$ cat src/efcc_pkg.sv
// Shared constants, types and the CRC step for the escaped frame CRC checker.
// No dependencies; every other file of the block uses it by scoped names.
package efcc_pkg;

    localparam int          PAYLOAD_LEN_DEF = 16;
    localparam int          BYTE_W          = 8;
    localparam int          POS_W           = 5;
    localparam int          CRC_W           = 16;

    localparam logic [7:0]  FLAG_BYTE = 8'h7e;
    localparam logic [7:0]  ESC_BYTE  = 8'h7d;
    localparam logic [7:0]  ESC_XOR   = 8'h20;
    localparam logic [15:0] CRC_INIT  = 16'hffff;

    // controller -> datapath
    typedef struct packed {
        logic rx_en;     // take line bytes
        logic burst_en;  // stream the stored frame out
    } ctrl_cmd_t;

    // datapath -> controller
    typedef struct packed {
        logic frame_done;  // accepted byte completed a frame
        logic burst_done;  // last frame byte loaded into the output stage
    } dp_status_t;

    // One byte of reflected CRC-CCITT (poly 0x8408), table-free form.
    function automatic logic [15:0] crc_step(input logic [15:0] crc, input logic [7:0] data);
        logic [7:0]  t;
        logic [15:0] r;
        t = data ^ crc[7:0];
        t = t ^ {t[3:0], 4'b0000};
        r = {t, crc[15:8]};
        r = r ^ {12'h000, t[7:4]};
        r = r ^ {5'b00000, t, 3'b000};
        return r;
    endfunction

endpackage

$ cat src/efcc_ctrl.sv
// Frame controller: receive state and output burst state.
// Depends on efcc_pkg for the command and status structs.
module efcc_ctrl (
    input  logic                clk,
    input  logic                rst_n,
    input  efcc_pkg::dp_status_t status,
    output efcc_pkg::ctrl_cmd_t  cmd
);

    typedef enum logic [1:0] {
        S_RECV  = 2'b01,
        S_BURST = 2'b10
    } state_t;

    state_t state_reg;
    state_t state_next;

    always_comb
    begin
        state_next = state_reg;
        unique case (state_reg)
            S_RECV:
            begin
                if (status.frame_done)
                    state_next = S_BURST;
            end
            S_BURST:
            begin
                if (status.burst_done)
                    state_next = S_RECV;
            end
            default: state_next = S_RECV;
        endcase
    end

    always_ff @(posedge clk or negedge rst_n)
    begin
        if (!rst_n)
            state_reg <= S_RECV;
        else
            state_reg <= state_next;
    end

    assign cmd.rx_en    = (state_reg == S_RECV);
    assign cmd.burst_en = (state_reg == S_BURST);

endmodule

$ cat src/efcc_datapath.sv
// Datapath: destuffing, running CRC, frame store memory and output stage.
// Depends on efcc_pkg for constants, the CRC step and the control structs.
module efcc_datapath #(
    parameter int PAYLOAD_LEN = efcc_pkg::PAYLOAD_LEN_DEF
) (
    input  logic                      clk,
    input  logic                      rst_n,
    input  efcc_pkg::ctrl_cmd_t        cmd,
    output efcc_pkg::dp_status_t       status,
    input  logic                      rx_valid,
    output logic                      rx_ready,
    input  logic [efcc_pkg::BYTE_W-1:0] rx_byte,
    output logic                      out_valid,
    input  logic                      out_ready,
    output logic [efcc_pkg::BYTE_W-1:0] frame_byte,
    output logic [efcc_pkg::POS_W-1:0]  byte_position,
    output logic                      last_of_frame,
    output logic                      crc_ok
);

    localparam int FRAME_LEN = PAYLOAD_LEN + 2;
    localparam int CNT_W     = $clog2(FRAME_LEN);
    localparam logic [CNT_W-1:0] LAST_IDX = CNT_W'(FRAME_LEN - 1);
    localparam logic [CNT_W-1:0] PAY_IDX  = CNT_W'(PAYLOAD_LEN);

    logic [efcc_pkg::BYTE_W-1:0] store_mem [FRAME_LEN];

    logic [CNT_W-1:0]            fill_reg;
    logic                        sync_reg;
    logic                        esc_reg;
    logic [efcc_pkg::CRC_W-1:0]  crc_reg;
    logic [efcc_pkg::BYTE_W-1:0] crc_hi_reg;
    logic                        ok_reg;
    logic [CNT_W-1:0]            rd_idx_reg;
    logic                        out_valid_reg;
    logic [efcc_pkg::BYTE_W-1:0] out_byte_reg;
    logic [CNT_W-1:0]            out_idx_reg;
    logic                        out_last_reg;
    logic                        out_ok_reg;

    logic                        rx_acc;
    logic                        is_flag;
    logic                        is_esc;
    logic                        data_en;
    logic                        frame_last;
    logic [efcc_pkg::BYTE_W-1:0] dec_byte;
    logic                        load;
    logic [CNT_W+efcc_pkg::POS_W-1:0] pos_ext;

    assign rx_ready   = cmd.rx_en;
    assign rx_acc     = rx_valid && cmd.rx_en;
    assign is_flag    = (rx_byte == efcc_pkg::FLAG_BYTE);
    assign is_esc     = (rx_byte == efcc_pkg::ESC_BYTE) && !esc_reg;
    assign data_en    = rx_acc && !is_flag && !is_esc && sync_reg;
    assign dec_byte   = esc_reg ? (rx_byte ^ efcc_pkg::ESC_XOR) : rx_byte;
    assign frame_last = (fill_reg == LAST_IDX);

    // output stage reloads when empty or its beat is taken
    assign load = cmd.burst_en && (!out_valid_reg || out_ready);

    assign status.frame_done = data_en && frame_last;
    assign status.burst_done = load && (rd_idx_reg == LAST_IDX);

    always_ff @(posedge clk or negedge rst_n)
    begin
        if (!rst_n)
        begin
            fill_reg <= '0;
            sync_reg <= 1'b0;
            esc_reg  <= 1'b0;
            crc_reg  <= efcc_pkg::CRC_INIT;
        end
        else if (rx_acc)
        begin
            if (is_flag)
            begin
                esc_reg  <= 1'b0;
                sync_reg <= 1'b1;
                fill_reg <= '0;
                crc_reg  <= efcc_pkg::CRC_INIT;
            end
            else if (is_esc)
                esc_reg <= 1'b1;
            else if (sync_reg)
            begin
                esc_reg <= 1'b0;
                if (fill_reg < PAY_IDX)
                    crc_reg <= efcc_pkg::crc_step(crc_reg, dec_byte);
                if (frame_last)
                begin
                    sync_reg <= 1'b0;
                    fill_reg <= '0;
                end
                else
                    fill_reg <= fill_reg + 1'b1;
            end
        end
    end

    // CRC bytes are kept aside so the check needs no store read
    always_ff @(posedge clk)
    begin
        if (data_en)
        begin
            store_mem[fill_reg] <= dec_byte;
            if (fill_reg == PAY_IDX)
                crc_hi_reg <= dec_byte;
            if (frame_last)
                ok_reg <= (crc_reg == {crc_hi_reg, dec_byte});
        end
        if (load)
        begin
            out_byte_reg <= store_mem[rd_idx_reg];
            out_idx_reg  <= rd_idx_reg;
            out_last_reg <= (rd_idx_reg == LAST_IDX);
            out_ok_reg   <= ok_reg;
        end
    end

    always_ff @(posedge clk or negedge rst_n)
    begin
        if (!rst_n)
        begin
            rd_idx_reg    <= '0;
            out_valid_reg <= 1'b0;
        end
        else
        begin
            if (load)
            begin
                out_valid_reg <= 1'b1;
                rd_idx_reg    <= (rd_idx_reg == LAST_IDX) ? '0 : rd_idx_reg + 1'b1;
            end
            else if (out_ready)
                out_valid_reg <= 1'b0;
        end
    end

    assign pos_ext       = {{efcc_pkg::POS_W{1'b0}}, out_idx_reg};
    assign out_valid     = out_valid_reg;
    assign frame_byte    = out_byte_reg;
    assign byte_position = pos_ext[efcc_pkg::POS_W-1:0];
    assign last_of_frame = out_last_reg;
    assign crc_ok        = out_ok_reg;

    a_no_rx_in_burst: assert property (@(posedge clk) disable iff (!rst_n)
        !(status.frame_done && cmd.burst_en))
        else $error("frame completed during output burst");

    a_fill_bound: assert property (@(posedge clk) disable iff (!rst_n)
        fill_reg <= LAST_IDX)
        else $error("fill count past frame length");

    a_burst_end_last: assert property (@(posedge clk) disable iff (!rst_n)
        status.burst_done |=> (out_valid && last_of_frame))
        else $error("final burst beat not marked last");

    a_burst_idle_idx: assert property (@(posedge clk) disable iff (!rst_n)
        cmd.rx_en |-> (rd_idx_reg == '0))
        else $error("read index not rewound outside burst");

endmodule

$ cat src/escaped_frame_crc_checker_core.sv
// Top level of the escaped frame CRC checker: controller plus datapath.
// Depends on efcc_pkg, efcc_ctrl and efcc_datapath.
//
//  channel | valid     | ready     | payload
//  rx      | rx_valid  | rx_ready  | rx_byte
//  out     | out_valid | out_ready | frame_byte, byte_position, last_of_frame, crc_ok
//
// One line byte per cycle while receiving; the frame store has one write port.
// The byte that completes a frame starts a PAYLOAD_LEN+2 beat burst, one beat per
// cycle from the store's read port unless out_ready is low; rx_ready is low until
// the last beat is loaded. Reset clears control state only; no clearing pass.
// out_ready low holds the output stage and, during a burst, the store read.
module escaped_frame_crc_checker_core #(
    parameter int PAYLOAD_LEN = efcc_pkg::PAYLOAD_LEN_DEF
) (
    input  logic                      clk,
    input  logic                      rst_n,
    input  logic                      rx_valid,
    output logic                      rx_ready,
    input  logic [efcc_pkg::BYTE_W-1:0] rx_byte,
    output logic                      out_valid,
    input  logic                      out_ready,
    output logic [efcc_pkg::BYTE_W-1:0] frame_byte,
    output logic [efcc_pkg::POS_W-1:0]  byte_position,
    output logic                      last_of_frame,
    output logic                      crc_ok
);

    efcc_pkg::ctrl_cmd_t  cmd;
    efcc_pkg::dp_status_t status;

    efcc_ctrl u_ctrl (
        .clk    (clk),
        .rst_n  (rst_n),
        .status (status),
        .cmd    (cmd)
    );

    efcc_datapath #(
        .PAYLOAD_LEN (PAYLOAD_LEN)
    ) u_datapath (
        .clk           (clk),
        .rst_n         (rst_n),
        .cmd           (cmd),
        .status        (status),
        .rx_valid      (rx_valid),
        .rx_ready      (rx_ready),
        .rx_byte       (rx_byte),
        .out_valid     (out_valid),
        .out_ready     (out_ready),
        .frame_byte    (frame_byte),
        .byte_position (byte_position),
        .last_of_frame (last_of_frame),
        .crc_ok        (crc_ok)
    );

endmodule
$ cat config.mk
export PLATFORM = sky130hd
export DESIGN_NAME = escaped_frame_crc_checker_core
export DESIGN_NICKNAME = d
export VERILOG_FILES = /design/src/efcc_pkg.sv /design/src/efcc_ctrl.sv /design/src/efcc_datapath.sv /design/src/escaped_frame_crc_checker_core.sv
export SDC_FILE = /design/constraint.sdc
export NUM_CORES = 1
export LEC_CHECK = 0
export BUFFER_PORTS_ARGS = -buffer_cell sky130_fd_sc_hd__buf_2
export CAP_MARGIN = 20
export CORE_MARGIN = 8
export CORE_UTILIZATION = 40
export CTS_CLUSTER_SIZE = 20
export DETAILED_ROUTE_END_ITERATION = 10
export RECOVER_POWER = 100
export SLEW_MARGIN = 20
export SYNTH_ARGS = -nofsm -noshare
export SYNTH_HDL_FRONTEND = slang
export SYNTH_SLANG_ARGS = --single-unit
$ cat constraint.sdc
create_clock -name clk -period 2.9 [get_ports clk]
set_input_delay 0.29 -clock clk [delete_from_list [all_inputs] [get_ports clk]]
set_output_delay 0.29 -clock clk [all_outputs]
set_load 0.01 [all_outputs]
Word-level counts from Yosys, hierarchy flattened

Memories as Yosys holds them, arrays and structs flattened. A register that Yosys moved wholly into a read port is not among the register bits.
Cells that the tools add are included.

Flip-flop bits (word level): 47
Latch bits: 0
Bits in writable memories: 144
Memory bits (read-only): 0
Logic and storage cells: 80
Memories: 1

Add/sub/neg operators: 2
Multiply operators: 0
Divide/modulo/power cells: 0
Order comparisons: 1
Eq/ne operators: 11
Shift-type cells: 0
Mux-type cells: 24
Bitwise operators: 5
Reduce and logical (&&, ||, !) cells: 24

Memory list:

| memory               | words | bits a word | rd ports | clocked after memory_dff | wr ports | RTL line            | source |
|---|---|---|---|---|---|---|---|
| u_datapath.store_mem | 18    | 8           | 1        | 1                        | 1        | efcc_datapath.sv:26 | `logic [efcc_pkg::BYTE_W-1:0] store_mem [FRAME_LEN];` |

Operators with widths:

| cell                                                | number |
|---|---|
| two-way mux 16 bit                                  | 4 |
| two-way mux 5 bit                                   | 5 |
| equality test 16 bit                                | 1 |
| equality test 8 x 7 -> 1 bit, second input constant | 2 |
| bitwise XOR 16 x 11 -> 16 bit                       | 1 |
| bitwise XOR 16 x 4 -> 16 bit                        | 1 |
| bitwise XOR 8 bit                                   | 2 |
| equality test 5 bit, second input constant          | 3 |
| two-way mux 1 bit                                   | 11 |
| adder 5 x 1 -> 5 bit, second input constant         | 2 |
| AND reduction 2 bit                                 | 5 |
| logical AND 1 bit                                   | 8 |
| two-way mux 6 bit                                   | 1 |
| nonzero test 2 bit                                  | 3 |
| < comparator 5 bit, second input constant           | 1 |
| zero test 1 bit                                     | 4 |
| two-way mux 2 bit                                   | 2 |
| != test 2 x 1 -> 1 bit, second input constant       | 2 |
| case mux 2 bit (2 select lines)                     | 1 |
| AND reduction 4 bit                                 | 1 |
| AND reduction 3 bit                                 | 1 |
| nonzero test 3 bit                                  | 1 |
| equality test 2 x 1 -> 1 bit, second input constant | 1 |
| equality test 2 bit, second input constant          | 1 |
| 3 further kinds                                     | 3 |

Longest topological paths before layout

Depth in word-level cells: 10
Gate-level depth with buffers: 9
Gate-level depth less buffers: 7

Cells and area by module

Synthesis repeated with hierarchy kept, for this count alone.

Cells, all modules: 460
Area total of the unflattened synthesis: 8325.5 sq um

By module, submodules not included:

| module        | times used | cells each | area an instance (sq um) |
|---|---|---|---|
| efcc_datapath | 1          | 452        | 8230.4 |
| efcc_ctrl     | 1          | 8          | 95.1 |

Worst setup path after synthesis

Ideal clock, no wire load.

Path kind: register to register
Start point: register u_ctrl.state_reg[0]
End point: register u_datapath.crc_hi_reg[0] (netlist name) (enable)
Setup time: 0.395 ns
Data arrival time: 1.988 ns
Required time: 2.505 ns
Setup slack: 0.518 ns
Cell stages (with the launch flop): 5
Clock period less this slack: 2.382 ns
Cell sequence: dfstp_2 -> nand3b_1 -> nor2_1 -> nand3_1 -> nor4_1

Word-level cells in the longest chain between the ends: 6

RTL lines:

| item                           | RTL line             | source |
|---|---|---|
| start: declaration             | efcc_ctrl.sv:15      | `state_t state_reg;` |
| start signal: assignment       | efcc_ctrl.sv:41      | `state_reg <= state_next;` |
| equality test 2 x 1 -> 1 bit   | efcc_ctrl.sv:44      | `assign cmd.rx_en = (state_reg == S_RECV);` |
| logical AND 1 bit              | efcc_datapath.sv:51  | `assign rx_acc = rx_valid && cmd.rx_en;` |
| logical AND 1 bit (3 in a row) | efcc_datapath.sv:54  | `assign data_en = rx_acc && !is_flag && !is_esc && sync_reg;` |
| AND reduction 2 bit (no line)  | -                    |  |
| end signal: assignment         | efcc_datapath.sv:107 | `crc_hi_reg <= dec_byte;` |
| end: declaration               | efcc_datapath.sv:32  | `logic [efcc_pkg::BYTE_W-1:0] crc_hi_reg;` |

No other way between the ends.
A chain may end at the register's enable or synchronous reset.

Final worst setup path

Start point: register u_datapath.esc_reg
End point: memory u_datapath.store_mem[16][0] (netlist name) (enable)

Word-level cells in the longest chain between the ends: 7

RTL lines:

| item                                    | RTL line             | source |
|---|---|---|
| start: declaration                      | efcc_datapath.sv:30  | `logic esc_reg;` |
| start signal: assignment                | efcc_datapath.sv:70  | `esc_reg <= 1'b0;` |
| start signal: assignment                | efcc_datapath.sv:77  | `esc_reg <= 1'b0;` |
| start signal: assignment                | efcc_datapath.sv:83  | `esc_reg <= 1'b1;` |
| zero test 1 bit                         | efcc_datapath.sv:53  | `assign is_esc = (rx_byte == efcc_pkg::ESC_BYTE) && !esc_reg;` |
| logical AND 1 bit                       | efcc_datapath.sv:53  |  |
| zero test 1 bit                         | efcc_datapath.sv:54  |  |
| logical AND 1 bit (2 in a row)          | efcc_datapath.sv:54  |  |
| two-way mux 1 bit                       | efcc_datapath.sv:103 | `if (data_en)` |
| two-way mux 1 bit (not written as such) | efcc_datapath.sv:105 | `store_mem[fill_reg] <= dec_byte;` |
| end: declaration                        | efcc_datapath.sv:26  |  |

No other way between the ends.

==> run_results.csv <==
group,metric,value,unit
outcome,status,"finished with violations",
outcome,violations,"max-capacitance violations, max-slew violations",
logic_synthesis,yosys.area.top_type,"edfxtp_1",
timing,period_minus_slack,2576,ps
die,io_pins,29,
drt,wl_per_cell,22.47,um
logic_synthesis,syn-cell-area,8401,um2
final_layout,nets,544,
timing,finalSetupTns,0,ps
worst_setup_path,cp-startpoint,"u_datapath.esc_reg$_DFFE_PN0P_",
die,die_h,160.9,um
die,core,20820,um2
timing,fmax,388.3,MHz
worst_setup_path,cp_max_fo,10,
hold_path,hold_class,"input port to register",
drt,first_pass_iters,4,
clocking,clk_pin_slew,70,ps
final_layout,antenna_cells,0,
worst_setup_path,cp-end-kind,"register",
placed_design,port_buffers,28,
logic_synthesis,synth_edf_count,168,
clocking,clock_latency,430,ps
worst_setup_path,start_kind,"register",
drt,drc,0,
clocking,postCtsSetupBuffers,0,
placed_design,pre_cts_ws,438.4,ps
final_layout,syn2layout_area_growth,12.27,%
final_layout,largest_reg_flops,144,
clocking,cts_buffer_depth,2,
timing,worstMarginPinSlew,1885,ps
worst_setup_path,critical-path-max-stage-delay,530,ps
worst_setup_path,path_cells,"nor3b_1, o211ai_2, nand3_1, clkbuf_1, nor4_1, clkbuf_1",
global_route,grt_pass1_wl,28100,um
worst_setup_path,worst-path-buf-inv,2,
logic_synthesis,synthTopCellsByArea,"edfxtp_1, mux4_2, dfstp_2",
timing,hold_ws,167.1,ps
global_route,grt_start_max_net_pins,37,
worst_setup_path,worst_ep_arrival_time,2640,ps
power,power_density,873.6,nW/um2
drt,vias_per_cell,5.441,
power,ir_worst_vdd,0.0004103,V
job,max_cap_violations,1,
placed_design,gp_congestion,0.7631,
timing,final_max_slew_viol_count,32,
logic_synthesis,synth_warnings,0,
final_layout,drive_gt1_share,17.07,%
logic_synthesis,synthFlopType,"edfxtp_1",
clocking,clockRootBuffer,"clkbuf_16",
worst_setup_path,crit_required,2960,ps
drt,drtAntennaViolNets,0,
global_route,overflow,0,
worst_setup_path,cp_common_cell,"clkbuf_1",
timing,finalClockSkew,8.440,ps
clocking,clock-sinks,199,
worst_setup_path,cp.depth,6,
worst_setup_path,reg2reg_depth,6,
die,row_count,53,
placed_design,dpl-instance-area,9025,um2
drt,dr.first_iter.drc_count,376,
timing,fin_crit_sh,88.81,%
die,die_area,25900,um2
worst_setup_path,r2r_start,"u_datapath.esc_reg$_DFFE_PN0P_",
logic_synthesis,synth.net_count,485,
logic_synthesis,synth_seq_cells,199,
logic_synthesis,yosysSeqAreaShare,69.54,%
clocking,cts_tree,"built",
clocking,cts_resized,0,
clocking,numCtsBuffers,17,
power,power.leakage,3.142,nW
logic_synthesis,ys_async_sr_fraction,15.58,%
worst_setup_path,crit_type,"register to register",
global_route,antenna_found_initial,0,
power,power,8.239,mW
timing,setup_slack,324.5,ps
die,start_util,40.34,%
clocking,cts.htree.levels,4,
timing,rsz0062_at_grt,"no",
drt,via_count,4429,
global_route,grt_pass1_vias,4597,
die,die_x,160.9,um
worst_setup_path,endpoint,"u_datapath.store_mem[16][0]$_DFFE_PP_",
placed_design,dp_hpwl,11770,um
worst_setup_path,r2r_setup_slack,320,ps
timing,setup-violations-final,0,
drt,wl,18290,um
worst_setup_path,worst_path_max_delay_cell,"clkbuf_1",
worst_setup_path,reg2reg_to,"u_datapath.store_mem[16][0]$_DFFE_PP_",
global_route,track_usage,14.42,%
logic_synthesis,synth_cell_types,59,
worst_setup_path,critical_path.top_delay_family,"buffers and inverters",
logic_synthesis,syn_area_per_cell,17.99,um2
timing,relSlewSlack,-25.64,%
hold_path,worstHoldPathCells,3,
final_layout,fin_area,9432,um2
logic_synthesis,yosys.area.top_type_share,60.05,%
logic_synthesis,synth_cells,467,
timing,hold_viol,0,
-- metal layers --
layer / vias to the layer above / track usage, % / routed length (um)
met5: - / 0 / 0
met1: 2313 / 19.70 / 8099
met4: 0 / 4.167 / 231
met3: 13 / 2.764 / 1065
li1: 1991 / - / -
met2: 112 / 23.09 / 8894
-- metrics by stage --
stage                     util (%)  std cells
after floorplan                  -        467
after CTS                    46.02        814
after global placement       43.34        781
after detailed placement     43.34        781
final                        45.30        814
after global routing         45.30        814
-- report_power, final --
part / internal (mW) / switching, mW
sequential: 3.42 / 0.377
clock: 1.13 / 1.09
combinational: 1.19 / 1.03
-- worst min-delay path by stage --
stage	startpoint	endpoint	slack, ps
final	out_ready	u_datapath.out_valid$_DFFE_PN0P_	170
after global routing	out_ready	u_datapath.out_valid$_DFFE_PN0P_	170
after CTS	out_ready	u_datapath.out_valid$_DFFE_PN0P_	160
after detailed placement	rst_n	u_ctrl.state_reg[1]$_DFFE_PN0P_	410
after global placement	rst_n	u_ctrl.state_reg[1]$_DFFE_PN0P_	400
after floorplan	rst_n	u_ctrl.state_reg[1]$_DFFE_PN0P_	-6
-- synth_stat cells (3+ instances only) --
cell,number
a2111oi_0,5
a2111oi_2,3
a221oi_1,8
a2bb2oi_1,8
a31oi_1,3
and3b_1,3
buf_2,7
clkbuf_1,6
dfrtp_1,14
dfstp_2,17
edfxtp_1,168
ha_1,6
inv_1,8
mux2_2,5
mux2i_1,16
mux4_1,7
mux4_2,25
nand2_1,12
nand2b_1,7
nand3_1,12
nand3b_1,4
nand4_1,8
nor2_1,22
nor2b_1,12
nor4_1,3
o21ai_0,5
o22a_1,3
xnor2_1,17
xnor3_1,6
xor2_1,9
-- repair_timing --
item | CTS | global route
setup endpoints to repair | 0 | 0
hold buffers | 1 | 0
endpoints found under the hold margin | 14 | 0
-- kinds of logic after synthesis --
logic type               share of synthesized area, %
buffers and inverters                           1.772
adder cells (fa/ha/maj)                        0.8936
flip-flops                                      69.54
AO/OA/AOI/OAI                                   5.168
AND/OR/NAND/NOR                                 6.166
multiplexers                                    11.47
XOR/XNOR                                        4.990
-- worst min-delay path: stages --
cell,delay (ps)
buf_2,70
nand2b_1,130
nand2_1,60
-- layout by cell type (no fill, tap or decap), types with 6 or more instances in the layout --
master       n
edfxtp_1   168
xnor2_1     17
dfstp_2     16
nor2_1      22
nand2b_1     7
mux4_1       7
mux2i_1     16
nand4_1      8
inv_1        8
xor2_1       9
nand2_1     12
ha_1         6
dfrtp_1     13
a221oi_1     8
nand3_1     12
xnor3_1      6
clkbuf_16   17
clkbuf_1    52
a2111oi_0    8
nor2b_1     12
a2bb2oi_1    8
mux4_2      25
-- layout make-up --
class	instances	area (um2)
Tap cell	275	344.1
Clock buffer	19	432.9
Timing Repair Buffer	60	275.3
Inverter	8	30.03
Fill cell	1881	11390
Clock inverter	13	115.1
Sequential cell	199	5843
Multi-Input combinational cell	240	2391
No activity file was read; power rests on OpenSTA's default activity.
